## config.mk

```make
export PLATFORM = sky130hd
export DESIGN_NAME = spp_cmd_fifo
export DESIGN_NICKNAME = d
export VERILOG_FILES = /design/src/spectrum_peak_picker_core_assert.svh /design/src/spp_cmd_fifo.sv
export SDC_FILE = /design/constraint.sdc
export NUM_CORES = 1
export LEC_CHECK = 0
export ABC_AREA = 1
export BUFFER_PORTS_ARGS = -buffer_cell sky130_fd_sc_hd__buf_2
export CORE_MARGIN = 3
export CORE_UTILIZATION = 45
export CTS_CLUSTER_SIZE = 40
export DETAILED_ROUTE_END_ITERATION = 16
export GPL_TIMING_DRIVEN = 0
export HOLD_SLACK_MARGIN = 0.06
export PLACE_DENSITY = 0.73
export SLEW_MARGIN = 20
export SYNTH_ARGS = -nofsm -noshare
export SYNTH_HDL_FRONTEND = slang
export SYNTH_SLANG_ARGS = --single-unit
```

## constraint.sdc

```tcl
create_clock -name clock -period 3.5 [get_ports clock]
set_input_delay 0.875 -clock clock [delete_from_list [all_inputs] [get_ports clock]]
set_output_delay 0.875 -clock clock [all_outputs]
set_load 0.01 [all_outputs]
```

## src/spectrum_peak_picker_core_assert.svh

```systemverilog
// Assertion macros used by the peak picker core module.
// Depends on nothing; included by files that carry concurrent checks.
`ifndef SPECTRUM_PEAK_PICKER_CORE_ASSERT_SVH
`define SPECTRUM_PEAK_PICKER_CORE_ASSERT_SVH
`ifndef ASSERT_OFF
`define SPP_ASSERT(label, clk, rst, prop, msg) \
   label: assert property (@(posedge clk) disable iff (rst) prop) else $error(msg);
`define SPP_ASSERT_NEVER(label, clk, rst, expr, msg) \
   label: assert property (@(posedge clk) disable iff (rst) !(expr)) else $error(msg);
`else
`define SPP_ASSERT(label, clk, rst, prop, msg)
`define SPP_ASSERT_NEVER(label, clk, rst, expr, msg)
`endif
`endif

```

## src/spp_cmd_fifo.sv

```systemverilog
// Two-entry queue of spectrum lengths between the loader and the scanner.
// Depends on nothing.
module spp_cmd_fifo #(
   parameter int WIDTH = 11
) (
   input  logic             clock,
   input  logic             reset,
   input  logic             push,
   input  logic [WIDTH-1:0] push_data,
   output logic             full,
   input  logic             pop,
   output logic             not_empty,
   output logic [WIDTH-1:0] pop_data
);
   logic [WIDTH-1:0] mem_ff [2];
   logic             wp_ff, wp_in, rp_ff, rp_in;
   logic [1:0]       cnt_ff, cnt_in;

   assign full      = (cnt_ff == 2'd2);
   assign not_empty = (cnt_ff != 2'd0);
   assign pop_data  = mem_ff[rp_ff];

   always_comb begin
      wp_in  = wp_ff ^ push;
      rp_in  = rp_ff ^ pop;
      cnt_in = cnt_ff + {1'b0, push} - {1'b0, pop};
   end

   always_ff @(posedge clock) begin
      if (reset) begin
         wp_ff  <= 1'b0;
         rp_ff  <= 1'b0;
         cnt_ff <= 2'd0;
      end else begin
         wp_ff  <= wp_in;
         rp_ff  <= rp_in;
         cnt_ff <= cnt_in;
      end
      if (push) begin
         mem_ff[wp_ff] <= push_data;
      end
   end
endmodule

```

==> flow_metrics.tcl <==
set metrics [dict create \
    postCtsSetupBuffers 0 \
    max_stage_delay_ns 0.40 \
    r2r-end "cnt_ff[1]" \
    fin_crit_ns 2.231 \
    die-area_um2 2836 \
    worst_r2r_path_depth 8 \
    route.detailed.drc 0 \
    swShare_pct 23.12 \
    grt_max_degree 15 \
    cp.arrival_ns 1.36 \
    final_common_cell "buf_2" \
    internal_power_w 0.0004480 \
    synth-seq-cells 26 \
    cts_max_path_buffers 2 \
    outcome "finished, final reports clean" \
    drt-pass1-iter-count 3 \
    worstHoldStart "wp_ff" \
    cts.sinks 26 \
    setup_viol 0 \
    totalWireLength_um 1541 \
    via_count 564 \
    tightestPinTransition_ns 0.5185 \
    hpwl_um 1171 \
    cts-htree-levels 1 \
    gp_congestion 0.6931 \
    ant_nets 0 \
    yosysWarnings 0 \
    fmax_mhz 448.2 \
    coreArea_um2 2042 \
    clk_pin_slew_ns 0.13 \
    comb_power_share_pct 16.1 \
    final_layout_size_suffix_gt1_share_pct 45.65 \
    powerDensity_nw_per_um2 485.6 \
    worstSetupPathType "reg2out" \
    antennaDiodeCount 0 \
    hold_buffers 0 \
    syn_area_um2 1005 \
    crit_required_ns 2.62 \
    portBuffers 27 \
    wl_per_cell_um 12.95 \
    start_util_pct 49.20 \
    crit_slowest_cell "dfxtp_1" \
    drtIter0Drc 6 \
    hold_path_class "reg2reg" \
    die_h_um 53.25 \
    reg2reg_from "cnt_ff[0]" \
    fill_cells 179 \
    power.share.clock_pct 21.1 \
    cpLargestDelayFamily "flip-flops" \
    chipWidth_um 53.25 \
    layout_common_cells "buf_2 (27), edfxtp_1 (22), mux2_2 (11), inv_1 (7), nor2_1 (5)" \
    crit_buf_inv 2 \
    hold_ws_ns 0.5633 \
    fin_crit_sh_pct 63.75 \
    slew_headroom_pct 65.43 \
    synth_cells 61 \
    whs_path_depth 3 \
    placementRows 16 \
    clk_latency_ns 0.31 \
    p_leak_nw 0.4957 \
    vdd_ir_drop_max_mv 0.2854 \
    p_seq_share_pct 62.9 \
    grt_pass1_wl_um 2518 \
    path_cells "buf_6 > mux2_2 > buf_2" \
    r2r_slack_ns 2.15 \
    io_pins 28 \
    antenna_found_initial 0 \
    yosysUniqueCellTypes 11 \
    path_max_fanout 10 \
    finalSetupTns_ns 0 \
    numCtsBuffers 3 \
    cts_tree "yes" \
    rsz0062_at_grt "no" \
    fin_nets 112 \
    via_per_inst 4.739 \
    syn_avg_cell_area_um2 16.47 \
    max_cap_viol_count 0 \
    grt.overflow.total 0 \
    root_buffer "clkbuf_4" \
    synth-seq-area-share_pct 73.72 \
    track_usage_pct 13.21 \
    holdPathEnd "wp_ff" \
    place_area_um2 1174 \
    grt_pass1_vias 626 \
    synth.net_count 80 \
    finalHoldViolCount 0 \
    cts_resized 0 \
    p_switching_w 0.0001347 \
    cp-end-kind "primary output" \
    finalClockSkew_ns 0.006550 \
    area_growth_pct 19.43 \
    start_kind "flop" \
    slew_viol_final 0 \
    final_area_um2 1200 \
]
## stage by stage
stage	util (%)	power, W	worst slack (ns)	std cells
2_1_floorplan	-	0.0004298	1.770	61
3_3_place_gp	57.48	0.0004627	1.605	115
5_1_grt	58.76	0.0006236	1.161	119
6_report	58.76	0.0005827	1.269	119
3_5_place_dp	57.48	0.0004693	1.519	115
4_1_cts	58.76	0.0005903	1.237	119
## power by group through the flow
stage	combinational [W]	sequential, W	clock (W)
final	0.0000937	0.000366	0.000123
after global routing	0.000107	0.000369	0.000148
after CTS	0.0000960	0.000367	0.000128
after detailed placement	0.0000961	0.000373	0
after global placement	0.0000909	0.000372	0
after floorplan	0.0000588	0.000371	0
## cell type report
cell class	instances	area, um^2	area share, %
repair buffers	27	135.1	11.26
inverters	7	26.28	2.190
clock buffers	4	26.28	2.190
well taps	27	33.78	2.815
multi-input cells	27	226.5	18.87
plain buffers	1	11.26	0.9385
flip-flops and latches	26	740.7	61.73
## tightest hold or removal path, delay by kind of cell (launching register included)
family / cells / cell delay, ns
fa+ha+maj: 1 / 0.11
buf+inv: 1 / 0.05
flops: 1 / 0.34
simple gates: 1 / 0.04
## kinds of logic (layout without fill, tap and decap cells)
kind of cell / after synthesis / after routing / share of synthesized area (%)
AO/OA/AOI/OAI: 1 / 1 / 0.4977
buffers and inverters: 8 / 39 / 3.736
flip-flops: 26 / 26 / 73.72
XOR/XNOR: 1 / 1 / 0.8719
adder cells (fa/ha/maj): 4 / 4 / 4.982
AND/OR/NAND/NOR: 10 / 10 / 3.860
multiplexers: 11 / 11 / 12.33
## routing by layer
metal / wire length, um / track usage [%]
met1: 527 / 11.05
met2: 888 / 25.71
met3: 88 / 3.099
met4: 37 / 9.787
met5: 0 / 0
## registers in the layout, indices dropped and copies added (netlist names)
signal	flops
wp_ff	1
rp_ff	1
mem_ff	22
cnt_ff	2
## cells in the mapped netlist
master / number / area [um^2]
dfxtp_1: 4 / 80.08
edfxtp_1: 22 / 660.6
a21oi_1: 1 / 5.000
xnor2_1: 1 / 8.760
mux2_2: 11 / 123.9
ha_1: 4 / 50.05
nor2_1: 5 / 18.77
nand2_1: 4 / 15.01
inv_1: 7 / 26.28
nand3_1: 1 / 5.000
buf_6: 1 / 11.26
## how the worst max path moves through the flow
stage | start | to | slack (ns) | depth (start not counted)
3_3_place_gp | rp_ff | pop_data[8] | 1.60 | 3
2_1_floorplan | rp_ff | pop_data[1] | 1.77 | 2
3_5_place_dp | pop | cnt_ff[1] | 1.52 | 8
5_1_grt | rp_ff | pop_data[9] | 1.16 | 3
6_report | rp_ff | pop_data[4] | 1.27 | 3
4_1_cts | rp_ff | pop_data[8] | 1.24 | 3
Note: power is estimated with default switching activity, not from simulation.
