File: src/spectrum_peak_picker_core_assert.svh
// Assertion macros used by the peak picker core module.
// Depends on nothing; included by files that carry concurrent checks.
`ifndef SPECTRUM_PEAK_PICKER_CORE_ASSERT_SVH
`define SPECTRUM_PEAK_PICKER_CORE_ASSERT_SVH
`ifndef ASSERT_OFF
`define SPP_ASSERT(label, clk, rst, prop, msg) \
   label: assert property (@(posedge clk) disable iff (rst) prop) else $error(msg);
`define SPP_ASSERT_NEVER(label, clk, rst, expr, msg) \
   label: assert property (@(posedge clk) disable iff (rst) !(expr)) else $error(msg);
`else
`define SPP_ASSERT(label, clk, rst, prop, msg)
`define SPP_ASSERT_NEVER(label, clk, rst, expr, msg)
`endif
`endif

File: src/spp_pkg.sv
// Package of the spectrum peak picker: defaults, register codes, types.
// Depends on nothing.
package spp_pkg;
   localparam int MAX_BINS_DEF   = 1024;
   localparam int MAX_PEAKS_DEF  = 64;
   localparam int POWER_BITS_DEF = 32;
   localparam int RELIEF_ONE     = 256;

   typedef enum logic [2:0] {
      REG_MIN_HEIGHT     = 3'd0,
      REG_PEAK_RADIUS    = 3'd1,
      REG_OUTSIDE_RADIUS = 3'd2,
      REG_INSIDE_RADIUS  = 3'd3,
      REG_MIN_RELIEF     = 3'd4
   } csr_index_type;

   typedef struct packed {
      logic [31:0] height_floor;
      logic [8:0]  nbr_radius;
      logic [8:0]  outer_radius;
      logic [8:0]  inner_radius;
      logic [15:0] min_relief;
   } cfg_type;

   typedef enum logic [3:0] {
      B_IDLE, B_SETUP, B_DSIZE, B_MAXRD, B_CHECK, B_NBR, B_REL, B_NEXT,
      B_EMIT_RD, B_EMIT_WAIT, B_EMIT_OUT
   } back_state_type;
endpackage

File: src/spp_front.sv
// Loader: accepts bins, writes them to the bin memory and queues a scan.
// Depends on spp_pkg.
module spp_front #(
   parameter int MAX_BINS   = spp_pkg::MAX_BINS_DEF,
   parameter int POWER_BITS = spp_pkg::POWER_BITS_DEF
) (
   input  logic                                       clock,
   input  logic                                       reset,
   input  logic                                       req_valid,
   output logic                                       req_ready,
   input  logic [31:0]                                req_bin_power,
   input  logic                                       req_last_bin,
   output logic                                       store_we,
   output logic [(MAX_BINS > 1 ? $clog2(MAX_BINS) : 1)-1:0] store_addr,
   output logic [POWER_BITS-1:0]                      store_data,
   output logic                                       cmd_push,
   output logic [$clog2(MAX_BINS+1)-1:0]              cmd_len,
   input  logic                                       cmd_full,
   input  logic                                       scan_done
);
   localparam int IW = MAX_BINS > 1 ? $clog2(MAX_BINS) : 1;
   localparam int CW = $clog2(MAX_BINS+1);

   logic [CW-1:0] count_ff, count_in;
   logic          hold_ff, hold_in;
   logic          accept, room;

   assign req_ready  = !hold_ff && !cmd_full;
   assign accept     = req_valid && req_ready;
   assign room       = (count_ff < CW'(MAX_BINS));
   assign store_we   = accept && room;
   assign store_addr = count_ff[IW-1:0];
   assign store_data = POWER_BITS'(req_bin_power);
   assign cmd_push   = accept && req_last_bin;
   assign cmd_len    = room ? CW'(count_ff + 1'b1) : count_ff;

   always_comb begin
      count_in = count_ff;
      hold_in  = hold_ff;
      if (scan_done) begin
         hold_in = 1'b0;
      end
      if (accept) begin
         if (req_last_bin) begin
            count_in = '0;
            hold_in  = 1'b1;
         end else if (room) begin
            count_in = CW'(count_ff + 1'b1);
         end
      end
   end

   always_ff @(posedge clock) begin
      if (reset) begin
         count_ff <= '0;
         hold_ff  <= 1'b0;
      end else begin
         count_ff <= count_in;
         hold_ff  <= hold_in;
      end
   end
endmodule

File: config.mk
export PLATFORM = sky130hd
export DESIGN_NAME = spp_front
export DESIGN_NICKNAME = d
export VERILOG_FILES = /design/src/spectrum_peak_picker_core_assert.svh /design/src/spp_pkg.sv /design/src/spp_front.sv
export SDC_FILE = /design/constraint.sdc
export NUM_CORES = 1
export LEC_CHECK = 0
export BUFFER_PORTS_ARGS = -buffer_cell sky130_fd_sc_hd__buf_2
export CORE_MARGIN = 3
export CORE_UTILIZATION = 30
export CTS_BUF_LIST = sky130_fd_sc_hd__clkbuf_2 sky130_fd_sc_hd__clkbuf_4 sky130_fd_sc_hd__clkbuf_8
export DETAILED_ROUTE_END_ITERATION = 8
export PLACE_DENSITY_LB_ADDON = 0.08
export SLEW_MARGIN = 20
export SYNTH_ARGS = -nofsm -noshare
export SYNTH_HDL_FRONTEND = slang
export SYNTH_SLANG_ARGS = --single-unit
File: constraint.sdc
create_clock -name clock -period 2.6 [get_ports clock]
set_input_delay 0.26 -clock clock [delete_from_list [all_inputs] [get_ports clock]]
set_output_delay 0.26 -clock clock [all_outputs]
set_load 0.01 [all_outputs]
==> results.md <==
* Design area at roughly 950 sq um
* Crit path from: count_ff[0]
* Final period utilization at between 70% and 80%
* Pre-CTS setup slack at roughly 0.9 ns
* Site row count at 21
* Post-Place Cell Area at 923.4 sq um
* DIE WIDTH at 65.89 um
* Synth Flop Type: dfxtp_1
* Residual DRC count at 0
* Filler Cell Count at 384
* Fin. Hold Viols at 0
* Fin nets at ~160
* Synth-to-Final Area Change at -12.09%
* Crit path DAT at 1.70 ns
* DIE AREA at 4341 sq um
* Worst setup path end: cmd_len[6]
* Non-filler instance count after layout at roughly 160
* Cells after synthesis at 135
* Placed cells at about 160
* Worst skew pair latency at ~0.27 ns
* Initial drt markers at 23
* IO Pins at 94
* Leakage dissipation at 0.3921 nW
* Final wirelength at ~2200 um
* Crit start category: flip-flop
* P_sw at 0.00008832 W
* Syn_nets at 174
* Worst Skew at 0.002066 ns
* Clk network pwr share at 35.2%
* Tot GR Track Use at 10.89%
* Status: finished, final reports clean
* Hold buffer count at cts at 0
* Register-to-Register Path Depth at 5
* Final HPWL DP at 1646 um
* Resize count post-CTS at 0
* GP Congestion at about 0.67
* Final setup margin at roughly 0.64 ns
* RSZ-0062 raised after global routing: false
* Fmax at 0.5099 GHz
* CP required at 2.34 ns
* Flop pwr share at a little under three fifths
* Setup TNS Final at 0 ns
* Clock sinks at 12
* GRT Residual Overflow at 0
* Postcts setup bufs at 0
* Pwr dens at ~360 nW/um^2
* Crit path kind: flip-flop to output pin
* Reg-to-reg startpoint: count_ff[0]
* Synthesized area at around 1100 sq um
* Worst slew margin at 77.27%
* CTS max path bufs at 2
* R2R Setup Slk at around 0.90 ns
* Core ar. at 3390 sq um
* FFs w/ async S/R, synth at 0%
* Post-synth EDFFs at 0
* Final setup fails at 0
* Sw Share at 25.98%
* Avg Cell Area, Syn at 7.971 sq um
* Peak supply drop at 183.5 uV
* Antenna Cells at 0
* Hold Path Class: primary input to flip-flop
* Ratio of cells with drive above 1 in the final layout at 32.20%
* Worst reg2reg path endpoint: count_ff[6]
* Clock transition at path regs at about 0.080 ns
* Initial antenna violation count at 0
* WL/cell at 13.55 um
* Comb power frac at between 9 and 10%
* Clk Tree Root Cell: clkbuf_4
* Distinct cells, synth at 33
* DRT antenna net count at 0
* Vias at 799
* Layout Utilization at 27.91%
* Die boundary height at 65.89 um
* Final count of pins violating max slew at 0
* CTS Buf Count at 3
* First-pass GRT wire length at ~3700 um
* TritonCTS clock tree: built
* Pin count of the biggest net entering global routing at 13
* Worst-margin pin slew at 0.3395 ns
* Pint at between 0.0002 and 0.0003 W
* Vias/cell at 4.872
* Max-cap viol count at 0
* Vias in the first global route at 758
* Final Critical Period at 1.961 ns
* Sequential area share after synthesis at 22.33%
* Crit path max fanout at 7
* IO Port Bufs at 29
* CTS H-tree depth at 1
* Synthesized flop and latch total at 12
* First-pass DRT Iterations at 4
* Yosys Warn Count at 0
* Crit end category: output pin
* Starting Density at 31.75%
-- synthesized netlist by cell type, drive strengths merged, types with 2 or more instances --
| library cell | instances | area (sq um) |
|---|---|---|
| clkbuf | 3 | 11.26 |
| nand2 | 5 | 18.77 |
| buf | 46 | 344.1 |
| a22oi | 2 | 15.01 |
| inv | 2 | 7.510 |
| a31oi | 2 | 12.51 |
| nand2b | 3 | 18.77 |
| a21oi | 11 | 55.05 |
| xnor2 | 8 | 70.07 |
| dfxtp | 12 | 240.2 |
| nand3 | 4 | 32.53 |
| nor2 | 7 | 26.28 |
| o21ai | 8 | 40.04 |
| or3 | 6 | 37.54 |
-- flip-flops by register name, summed over array words and instances (netlist names) --
| register | cells |
|---|---|
| count_ff | 11 |
| hold_ff | 1 |
-- kinds of logic after synthesis --
group | share of synthesized area, %
AOI/OAI and AO/OA | 13.95
xor gates and xnor gates | 7.326
adders and majority gates | 1.163
buffers and inverters | 33.72
DFF | 22.33
muxes | 1.046
and+or+nand+nor | 20.47
-- power groups by stage --
stage,clock network (W),registers (W),logic (W)
after floorplan,0,0.000191,0.0000718
after global placement,0,0.000191,0.0000345
after detailed placement,0,0.000191,0.0000342
after CTS,0.000130,0.000187,0.0000343
after global routing,0.000137,0.000187,0.0000372
final,0.000119,0.000187,0.0000333
-- per-stage QoR --
stage	hold WS [ns]	power, W
3_3_place_gp	0.5021	0.0002260
4_1_cts	0.2275	0.0003520
5_1_grt	0.2550	0.0003617
3_5_place_dp	0.5066	0.0002256
2_1_floorplan	0.3291	0.0002629
6_report	0.2408	0.0003399
-- final cells by class --
type | instances | area [sq um] | area share (%)
Timing Repair Buffer | 29 | 145.1 | 15.34
Inverter | 2 | 7.507 | 0.7937
Tap cell | 46 | 57.56 | 6.085
Multi-Input combinational cell | 72 | 473.0 | 50.00
Clock buffer | 3 | 22.52 | 2.381
Sequential cell | 12 | 240.2 | 25.40
-- placed cells by master, fill, tap and decap left out, types with 2 or more instances in the layout --
master    count
nand3_1       3
inv_1         2
nor2_1        7
or3_1         6
nand2b_1      3
dfxtp_1      12
a21oi_1      11
a31oi_1       2
buf_2        29
a22oi_1       2
clkbuf_4      3
xnor2_1       8
o21ai_0       8
nand2_1       5
-- how the worst min path moves through the flow --
| stage | cells past startpoint | slack (ns) | start | to |
|---|---|---|---|---|
| 4_1_cts | 3 | 0.23 | scan_done | hold_ff |
| 3_5_place_dp | 2 | 0.51 | hold_ff | hold_ff |
| 2_1_floorplan | 1 | 0.33 | reset | count_ff[4] |
| 3_3_place_gp | 2 | 0.50 | hold_ff | hold_ff |
| 5_1_grt | 3 | 0.25 | scan_done | hold_ff |
| 6_report | 3 | 0.24 | scan_done | hold_ff |
-- worst max-delay path: stages (launching register included) --
cell and delay [ns]:
dfxtp_1 0.44, ha_1 0.23, and3b_1 0.29, nand4_1 0.17, xnor2_1 0.16, buf_2 0.14
-- routing by layer --
metal	vias up	share of wire [%]	global-route usage, %
met1	351	44	12.82
met2	45	43	15.89
met5	-	0	0
li1	393	-	-
met3	10	11	6.122
met4	0	2.2	4.922
Note: power is estimated with default switching activity, not from simulation.
