[src/spectrum_peak_picker_core_assert.svh]
// Assertion macros used by the peak picker core module.
// Depends on nothing; included by files that carry concurrent checks.
`ifndef SPECTRUM_PEAK_PICKER_CORE_ASSERT_SVH
`define SPECTRUM_PEAK_PICKER_CORE_ASSERT_SVH
`ifndef ASSERT_OFF
`define SPP_ASSERT(label, clk, rst, prop, msg) \
   label: assert property (@(posedge clk) disable iff (rst) prop) else $error(msg);
`define SPP_ASSERT_NEVER(label, clk, rst, expr, msg) \
   label: assert property (@(posedge clk) disable iff (rst) !(expr)) else $error(msg);
`else
`define SPP_ASSERT(label, clk, rst, prop, msg)
`define SPP_ASSERT_NEVER(label, clk, rst, expr, msg)
`endif
`endif

[src/spp_pkg.sv]
// Package of the spectrum peak picker: defaults, register codes, types.
// Depends on nothing.
package spp_pkg;
   localparam int MAX_BINS_DEF   = 1024;
   localparam int MAX_PEAKS_DEF  = 64;
   localparam int POWER_BITS_DEF = 32;
   localparam int RELIEF_ONE     = 256;

   typedef enum logic [2:0] {
      REG_MIN_HEIGHT     = 3'd0,
      REG_PEAK_RADIUS    = 3'd1,
      REG_OUTSIDE_RADIUS = 3'd2,
      REG_INSIDE_RADIUS  = 3'd3,
      REG_MIN_RELIEF     = 3'd4
   } csr_index_type;

   typedef struct packed {
      logic [31:0] height_floor;
      logic [8:0]  nbr_radius;
      logic [8:0]  outer_radius;
      logic [8:0]  inner_radius;
      logic [15:0] min_relief;
   } cfg_type;

   typedef enum logic [3:0] {
      B_IDLE, B_SETUP, B_DSIZE, B_MAXRD, B_CHECK, B_NBR, B_REL, B_NEXT,
      B_EMIT_RD, B_EMIT_WAIT, B_EMIT_OUT
   } back_state_type;
endpackage

[src/spp_ram.sv]
// Generic single write port, single read port memory with registered read.
// Depends on nothing.
module spp_ram #(
   parameter int WIDTH = 32,
   parameter int DEPTH = 1024
) (
   input  logic                                   clock,
   input  logic                                   we,
   input  logic [(DEPTH > 1 ? $clog2(DEPTH) : 1)-1:0] waddr,
   input  logic [WIDTH-1:0]                       wdata,
   input  logic [(DEPTH > 1 ? $clog2(DEPTH) : 1)-1:0] raddr,
   output logic [WIDTH-1:0]                       rdata
);
   logic [WIDTH-1:0] mem_ff [DEPTH];
   logic [WIDTH-1:0] rdata_ff;

   always_ff @(posedge clock) begin
      if (we) begin
         mem_ff[waddr] <= wdata;
      end
      rdata_ff <= mem_ff[raddr];
   end

   assign rdata = rdata_ff;
endmodule

[src/spp_back.sv]
// Scanner: finds block maxima, tests neighbourhood and relief, lists and sends peaks.
// Depends on spp_pkg and spp_ram.
module spp_back #(
   parameter int MAX_BINS   = spp_pkg::MAX_BINS_DEF,
   parameter int MAX_PEAKS  = spp_pkg::MAX_PEAKS_DEF,
   parameter int POWER_BITS = spp_pkg::POWER_BITS_DEF
) (
   input  logic                                       clock,
   input  logic                                       reset,
   input  spp_pkg::cfg_type                           cfg,
   input  logic                                       cmd_valid,
   input  logic [$clog2(MAX_BINS+1)-1:0]              cmd_len,
   output logic                                       cmd_pop,
   output logic [(MAX_BINS > 1 ? $clog2(MAX_BINS) : 1)-1:0] store_raddr,
   input  logic [POWER_BITS-1:0]                      store_rdata,
   output logic                                       scan_done,
   output logic                                       busy,
   output logic                                       rsp_valid,
   input  logic                                       rsp_ready,
   output logic [9:0]                                 rsp_peak_index,
   output logic                                       rsp_found,
   output logic                                       rsp_truncated,
   output logic                                       rsp_last
);
   localparam int IW = MAX_BINS > 1 ? $clog2(MAX_BINS) : 1;
   localparam int CW = $clog2(MAX_BINS+1);
   localparam int AW = CW + 2;
   localparam int PA = MAX_PEAKS > 1 ? $clog2(MAX_PEAKS) : 1;
   localparam int NW = $clog2(MAX_PEAKS+1);
   localparam int PW = POWER_BITS;
   localparam int HW = PW > 32 ? PW : 32;
   localparam int RW = PW + 16;

   spp_pkg::back_state_type state_ff, state_in;

   logic [AW-1:0] len_ff, len_in, rad_ff, rad_in, outr_ff, outr_in, inr_ff, inr_in;
   logic [AW-1:0] d_ff, d_in, base_ff, base_in, addr_ff, addr_in, stop_ff, stop_in;
   logic [AW-1:0] idx1_ff, idx1_in, idx2_ff, idx2_in, best_i_ff, best_i_in;
   logic          iss_ff, iss_in, v1_ff, v1_in, v2_ff, v2_in, ok_ff, ok_in;
   logic [RW-1:0] prod_ff, prod_in;
   logic [PW-1:0] best_v_ff, best_v_in;
   logic [NW-1:0] n_ff, n_in, e_ff, e_in;
   logic          trunc_ff, trunc_in;
   logic [9:0]    oidx_ff, oidx_in;
   logic          ofound_ff, ofound_in, otr_ff, otr_in, olast_ff, olast_in;

   logic [AW-1:0] lim, r_o, r_i, r_p, outr_c, inr_c, rad_c, nb, nb_end, nbr_dist;
   logic          sweep_done, cand_fail, use_rel, more_blocks;
   logic          pk_we;
   logic [IW-1:0] pk_rdata;

   spp_ram #(.WIDTH(IW), .DEPTH(MAX_PEAKS)) u_peak_ram (
      .clock (clock),
      .we    (pk_we),
      .waddr (n_ff[PA-1:0]),
      .wdata (best_i_ff[IW-1:0]),
      .raddr (e_ff[PA-1:0]),
      .rdata (pk_rdata)
   );

   always_comb begin
      lim    = (len_ff - 1'b1) >> 1;
      r_o    = (cfg.outer_radius == '0) ? AW'(1) : AW'(cfg.outer_radius);
      r_i    = (cfg.inner_radius == '0) ? AW'(1) : AW'(cfg.inner_radius);
      r_p    = (cfg.nbr_radius == '0) ? AW'(1) : AW'(cfg.nbr_radius);
      outr_c = (r_o > lim) ? lim : r_o;
      inr_c  = (r_i > outr_c) ? outr_c : r_i;
      rad_c  = (r_p < outr_c) ? outr_c : r_p;
      rad_c  = (rad_c > lim) ? lim : rad_c;
      nb     = base_ff + d_ff;
      nb_end = ((nb + d_ff) < len_ff) ? (nb + d_ff) : len_ff;
      more_blocks = (nb < len_ff);
      sweep_done  = !iss_ff && !v1_ff && !v2_ff;
      cand_fail   = (best_i_ff < rad_ff) || ((best_i_ff + rad_ff) >= len_ff)
                 || (HW'(best_v_ff) <= HW'(cfg.height_floor));
      use_rel     = ok_ff && (cfg.min_relief > 16'(spp_pkg::RELIEF_ONE))
                 && (outr_ff > inr_ff);
      nbr_dist    = (idx2_ff >= best_i_ff) ? (idx2_ff - best_i_ff)
                                           : (best_i_ff - idx2_ff);
   end

   always_comb begin
      state_in = state_ff;
      unique case (state_ff)
         spp_pkg::B_IDLE:      if (cmd_valid) state_in = spp_pkg::B_SETUP;
         spp_pkg::B_SETUP:     state_in = spp_pkg::B_DSIZE;
         spp_pkg::B_DSIZE:     if ((d_ff << 1) > (rad_ff + 1'b1)) state_in = spp_pkg::B_MAXRD;
         spp_pkg::B_MAXRD:     if (sweep_done) state_in = spp_pkg::B_CHECK;
         spp_pkg::B_CHECK:     state_in = cand_fail ? spp_pkg::B_NEXT : spp_pkg::B_NBR;
         spp_pkg::B_NBR: begin
            if (sweep_done) state_in = use_rel ? spp_pkg::B_REL : spp_pkg::B_NEXT;
         end
         spp_pkg::B_REL:       if (sweep_done) state_in = spp_pkg::B_NEXT;
         spp_pkg::B_NEXT:      state_in = more_blocks ? spp_pkg::B_MAXRD : spp_pkg::B_EMIT_RD;
         spp_pkg::B_EMIT_RD: begin
            state_in = (n_ff == '0) ? spp_pkg::B_EMIT_OUT : spp_pkg::B_EMIT_WAIT;
         end
         spp_pkg::B_EMIT_WAIT: state_in = spp_pkg::B_EMIT_OUT;
         spp_pkg::B_EMIT_OUT: begin
            if (rsp_ready) state_in = olast_ff ? spp_pkg::B_IDLE : spp_pkg::B_EMIT_RD;
         end
         default:              state_in = spp_pkg::B_IDLE;
      endcase
   end

   always_comb begin
      cmd_pop     = (state_ff == spp_pkg::B_IDLE) && cmd_valid;
      store_raddr = addr_ff[IW-1:0];
      busy        = (state_ff != spp_pkg::B_IDLE);
      rsp_valid   = (state_ff == spp_pkg::B_EMIT_OUT);
      scan_done   = rsp_valid && rsp_ready && olast_ff;
      pk_we       = (state_ff == spp_pkg::B_NEXT) && ok_ff && (n_ff < NW'(MAX_PEAKS));
      rsp_peak_index = oidx_ff;
      rsp_found      = ofound_ff;
      rsp_truncated  = otr_ff;
      rsp_last       = olast_ff;
   end

   always_comb begin
      len_in = len_ff;   rad_in = rad_ff;   outr_in = outr_ff;  inr_in = inr_ff;
      d_in = d_ff;       base_in = base_ff; addr_in = addr_ff;  stop_in = stop_ff;
      best_i_in = best_i_ff;  best_v_in = best_v_ff;  ok_in = ok_ff;
      n_in = n_ff;       e_in = e_ff;       trunc_in = trunc_ff;
      oidx_in = oidx_ff; ofound_in = ofound_ff; otr_in = otr_ff; olast_in = olast_ff;
      iss_in  = 1'b0;
      v1_in   = 1'b0;
      v2_in   = 1'b0;
      idx1_in = addr_ff;
      idx2_in = idx1_ff;
      prod_in = RW'(store_rdata) * RW'(cfg.min_relief);

      if (state_ff == spp_pkg::B_MAXRD || state_ff == spp_pkg::B_NBR
          || state_ff == spp_pkg::B_REL) begin
         iss_in  = iss_ff && (addr_ff != stop_ff);
         addr_in = iss_ff ? addr_ff + 1'b1 : addr_ff;
         v1_in   = iss_ff;
         v2_in   = v1_ff && (state_ff == spp_pkg::B_REL);
      end

      case (state_ff)
         spp_pkg::B_IDLE: begin
            len_in = AW'(cmd_len);
         end
         spp_pkg::B_SETUP: begin
            rad_in = rad_c;  outr_in = outr_c;  inr_in = inr_c;
            d_in = AW'(2);   base_in = '0;  n_in = '0;  trunc_in = 1'b0;
         end
         spp_pkg::B_DSIZE: begin
            if ((d_ff << 1) <= (rad_ff + 1'b1)) begin
               d_in = d_ff << 1;
            end else begin
               addr_in   = base_ff;
               stop_in   = ((base_ff + d_ff) < len_ff ? (base_ff + d_ff) : len_ff) - 1'b1;
               iss_in    = 1'b1;
               best_v_in = '0;
               best_i_in = base_ff;
            end
         end
         spp_pkg::B_MAXRD: begin
            if (v1_ff && store_rdata >= best_v_ff) begin
               best_v_in = store_rdata;
               best_i_in = idx1_ff;
            end
         end
         spp_pkg::B_CHECK: begin
            ok_in = !cand_fail;
            if (!cand_fail) begin
               addr_in = best_i_ff - rad_ff;
               stop_in = best_i_ff + rad_ff;
               iss_in  = 1'b1;
            end
         end
         spp_pkg::B_NBR: begin
            if (v1_ff && store_rdata > best_v_ff) begin
               ok_in = 1'b0;
            end
            if (sweep_done && use_rel) begin
               addr_in = best_i_ff - outr_ff;
               stop_in = best_i_ff + outr_ff;
               iss_in  = 1'b1;
            end
         end
         spp_pkg::B_REL: begin
            if (v2_ff && nbr_dist > inr_ff && RW'({best_v_ff, 8'h00}) < prod_ff) begin
               ok_in = 1'b0;
            end
         end
         spp_pkg::B_NEXT: begin
            if (ok_ff) begin
               if (n_ff < NW'(MAX_PEAKS)) begin
                  n_in = NW'(n_ff + 1'b1);
               end else begin
                  trunc_in = 1'b1;
               end
            end
            base_in   = nb;
            addr_in   = nb;
            stop_in   = nb_end - 1'b1;
            iss_in    = more_blocks;
            best_v_in = '0;
            best_i_in = nb;
            e_in      = '0;
         end
         spp_pkg::B_EMIT_RD: begin
            oidx_in   = '0;
            ofound_in = 1'b0;
            otr_in    = 1'b0;
            olast_in  = 1'b1;
         end
         spp_pkg::B_EMIT_WAIT: begin
            oidx_in   = 10'(pk_rdata);
            ofound_in = 1'b1;
            otr_in    = trunc_ff;
            olast_in  = (e_ff == NW'(n_ff - 1'b1));
         end
         spp_pkg::B_EMIT_OUT: begin
            if (rsp_ready) begin
               e_in = NW'(e_ff + 1'b1);
            end
         end
         default: begin
         end
      endcase
   end

   always_ff @(posedge clock) begin
      if (reset) begin
         state_ff <= spp_pkg::B_IDLE;
         iss_ff   <= 1'b0;
         v1_ff    <= 1'b0;
         v2_ff    <= 1'b0;
      end else begin
         state_ff <= state_in;
         iss_ff   <= iss_in;
         v1_ff    <= v1_in;
         v2_ff    <= v2_in;
      end
      len_ff <= len_in;   rad_ff <= rad_in;   outr_ff <= outr_in;  inr_ff <= inr_in;
      d_ff <= d_in;       base_ff <= base_in; addr_ff <= addr_in;  stop_ff <= stop_in;
      idx1_ff <= idx1_in; idx2_ff <= idx2_in; prod_ff <= prod_in;
      best_i_ff <= best_i_in;  best_v_ff <= best_v_in;  ok_ff <= ok_in;
      n_ff <= n_in;       e_ff <= e_in;       trunc_ff <= trunc_in;
      oidx_ff <= oidx_in; ofound_ff <= ofound_in; otr_ff <= otr_in; olast_ff <= olast_in;
   end
endmodule
[config.mk]
export PLATFORM = sky130hd
export DESIGN_NAME = spp_back
export DESIGN_NICKNAME = d
export VERILOG_FILES = /design/src/spectrum_peak_picker_core_assert.svh /design/src/spp_pkg.sv /design/src/spp_ram.sv /design/src/spp_back.sv
export SDC_FILE = /design/constraint.sdc
export NUM_CORES = 2
export LEC_CHECK = 0
export BUFFER_PORTS_ARGS = -buffer_cell sky130_fd_sc_hd__buf_2
export CAP_MARGIN = 25
export CORE_UTILIZATION = 65
export CTS_CLUSTER_DIAMETER = 50
export DETAILED_ROUTE_END_ITERATION = 16
export PLACE_DENSITY_LB_ADDON = 0.12
export SYNTH_ARGS = -nofsm -noshare
export SYNTH_HDL_FRONTEND = slang
export SYNTH_SLANG_ARGS = --single-unit
[constraint.sdc]
create_clock -name clock -period 13.8 [get_ports clock]
set_clock_uncertainty 0.15 [all_clocks]
set_input_delay 2.76 -clock clock [delete_from_list [all_inputs] [get_ports clock]]
set_output_delay 2.76 -clock clock [all_outputs]
set_load 0.02 [all_outputs]
==> flow_metrics.py <==
metrics = {
    "die": {
        "core_area_um2": 91520,
        "die_x_um": 305.8,
        "die_area_um2": 93530,
        "chipHeight_um": 305.8,
        "start_util_pct": 65.56,
        "num_rows": 111,
        "io_pins": 149,
    },
    "route": {
        "drc": 0,
        "num_vias": 39370,
        "wl_per_cell_um": 25.02,
        "avgViaCountPerCell": 6.290,
        "drt_iter0_markers": 4108,
        "drt_wl_total_mm": 156.6,
        "drtAntennaViolNets": 0,
        "dr.pass1.iters": 6,
    },
    "yosys": {
        "syn_inst": 4910,
        "ys_ff_latch": 899,
        "syn_area_um2": 60000,
        "synth_edf_count": 795,
        "synth_top_flop_cell": "edfxtp_1",
        "synth_top_area_share_pct": 39.79,
        "seq_area_frac_synth_pct": 43.26,
        "synth-async-reset-ratio_pct": 0,
        "syn_avg_cell_area_um2": 12.22,
        "ys_warn_count": 0,
        "synth_cell_types": 86,
        "yosys-top-cells-area": "edfxtp_1 (40%), fa_1 (14%), ha_1 (8.7%)",
        "synth_top_area_cell": "edfxtp_1",
    },
    "pwr": {
        "worst_ir_drop_vdd_uv": 370.9,
        "p_leak_nw": 26.78,
        "p_int_mw": 8.458,
        "switchingPower_mw": 6.277,
        "pwr-share-seq_pct": 24.5,
        "p_per_area_nw_per_um2": 226.5,
        "sw_frac_of_total_pct": 42.60,
        "clockPowerShare_pct": 17.5,
        "combPwrFrac_pct": 57.9,
    },
    "global_route": {
        "grt_pass1_wl_mm": 239.7,
        "grt_start_max_net_pins": 73,
        "grt_use_total_pct": 34.25,
        "grt_pass1_vias": 40090,
        "grt.overflow.total": 0,
        "antenna_found_initial": 3,
    },
    "timing": {
        "period_share_pct": 71.95,
        "setup-tns-final_ps": 0,
        "period_needed_ps": 9928,
        "rsz0062_at_grt": "no",
        "fmax_mhz": 100.7,
        "finalSetupViolations": 0,
        "finalHoldViolations": 0,
        "slew_headroom_pct": 27.47,
        "whs_ps": 221.0,
        "maxSlewViolCount": 0,
        "worstMarginPinSlew_ps": 1084,
    },
    "clock_tree": {
        "worstSkewPairLatency_ps": 690,
        "cts_resized": 0,
        "tritoncts": "built",
        "cts_setup_buffers": 0,
        "htree_levels": 3,
        "ctsHoldBuffers": 0,
        "clk_pin_slew_ps": 60,
        "cts_root_buf": "clkbuf_16",
        "clockBufferDepth": 3,
        "clock-sinks": 899,
        "cts_made_buffers": 94,
    },
    "cells_and_area": {
        "area_delta_synth_final_pct": 8.418,
        "drive_above_1_share_pct": 11.85,
        "nets": 5958,
        "final_util_pct": 71.08,
    },
    "worst_hold_path": {
        "hold_path_class": "register to register",
    },
    "critical_path": {
        "end_kind": "register",
        "cp_max_fo": 33,
        "crit_path_max_incr_delay_ps": 570,
        "critPathLaunchType": "input pin",
        "cp_data_required_time_ps": 14250,
        "cpMaxStageDelayCell": "fa_1",
        "critical_path_class": "input pin to register",
        "worstPathArrival_ps": 10380,
        "cp_common_cell": "fa_1",
    },
    "status": {
        "status": "completed",
    },
    "placed_design": {
        "portBuffers": 148,
        "gp_congestion": 0.9555,
        "dp_hpwl_mm": 108.1,
    },
    "job": {
        "max-cap-violations": 0,
    },
}
cell usage in the layout (no fill, tap or decap), drive strengths merged, types with 36 or more instances in the layout:
| master | instances |
|---|---|
| edfxtp | 795 |
| nand2b | 36 |
| o21a | 38 |
| a21oi | 176 |
| and3 | 61 |
| nor2 | 216 |
| nor3 | 40 |
| nand2 | 423 |
| xnor2 | 128 |
| a21o | 91 |
| fa | 426 |
| nand4 | 42 |
| ha | 415 |
| inv | 681 |
| nand3 | 57 |
| clkbuf | 118 |
| o21ai | 118 |
| and2 | 213 |
| dfxtp | 104 |
| xor2 | 55 |
| o21bai | 37 |
| buf | 205 |
| nor2b | 38 |
| mux4 | 210 |
stage by stage:
stage	std cells	power [mW]	cell area [um2]	setup slack (ps)
global placement	6066	11.95	61690	3378
CTS	6244	14.70	64940	3935
detailed placement	6072	12.08	61770	3252
floorplan	4915	10.05	60020	4430
finish	6259	14.74	65050	3872
global route	6257	15.99	65050	3454
cell families after synthesis:
group           count (synthesis)  synth area share (%)
flops                         899                 43.26
fa+ha+maj                     841                 22.87
other cells                     1              0.006250
mux                           257                 8.700
xor+xnor                      183                 2.671
buf+inv                       889                 5.638
simple gates                 1206                 9.874
compound gates                634                 6.988
critical path: cells and delay by family:
family | cells | cell delay (ps)
adders and majority gates | 7 | 3390
AOI/OAI and AO/OA | 8 | 2190
buffers and inverters | 6 | 780
xor gates and xnor gates | 1 | 150
and+or+nand+nor | 3 | 1080
power by group through the flow:
stage	Combinational [mW]	Clock, mW	Sequential (mW)
6_report	8.54	2.58	3.62
5_1_grt	9.67	2.69	3.63
3_3_place_gp	8.29	0	3.66
3_5_place_dp	8.42	0	3.66
2_1_floorplan	6.45	0	3.59
4_1_cts	8.49	2.60	3.61
sequential cells by signal (all words and copies together) (netlist names), 11 cells and up:
signal             count
prod_ff               48
len_ff                11
best_i_ff             13
idx2_ff               13
best_v_ff             32
rad_ff                11
u_peak_ram.mem_ff    640
stop_ff               13
addr_ff               13
base_ff               12
inr_ff                11
outr_ff               11
idx1_ff               13
d_ff                  12
path summary, 6_finish.rpt:
| path | depth (start not counted) | slack, ps | end | from |
|---|---|---|---|---|
| max | 25 | 3870 | prod_ff[46] | cfg[1] |
| min | 0 | 220 | idx2_ff[12] | idx1_ff[12] |
| max reg2reg | 32 | 5160 | rad_ff[7] | len_ff[1] |
| min reg2reg | 0 | 220 | idx2_ff[12] | idx1_ff[12] |
routing by layer:
metal  vias up  global-route usage (%)  share of wire (%)
met5         -                       0                  0
met4         0                   14.71                4.7
met3       367                   5.592                8.4
met2      1942                   55.12                 47
met1     19740                   46.58                 40
li1      17320                       -                  -
synthesized netlist by cell type (all sizes together), types with 55 or more instances:
master / count
a21o: 91
a21oi: 176
and2: 213
and3: 61
clkbuf: 184
dfxtp: 104
edfxtp: 795
fa: 426
ha: 415
inv: 668
mux4: 210
nand2: 423
nand3: 57
nor2: 216
o21ai: 118
xnor2: 128
xor2: 55
area by class of cell:
class | instances | area (um2)
fill | 6211 | 26470
antenna | 2 | 5.005
tap | 1186 | 1484
multi-input combinational | 3127 | 30720
inverter | 668 | 2507
timing repair buffer | 205 | 1205
sequential | 899 | 25950
clock buffer | 118 | 2514
clock inverter | 54 | 664.4
Power figures use the tool's default switching activity.
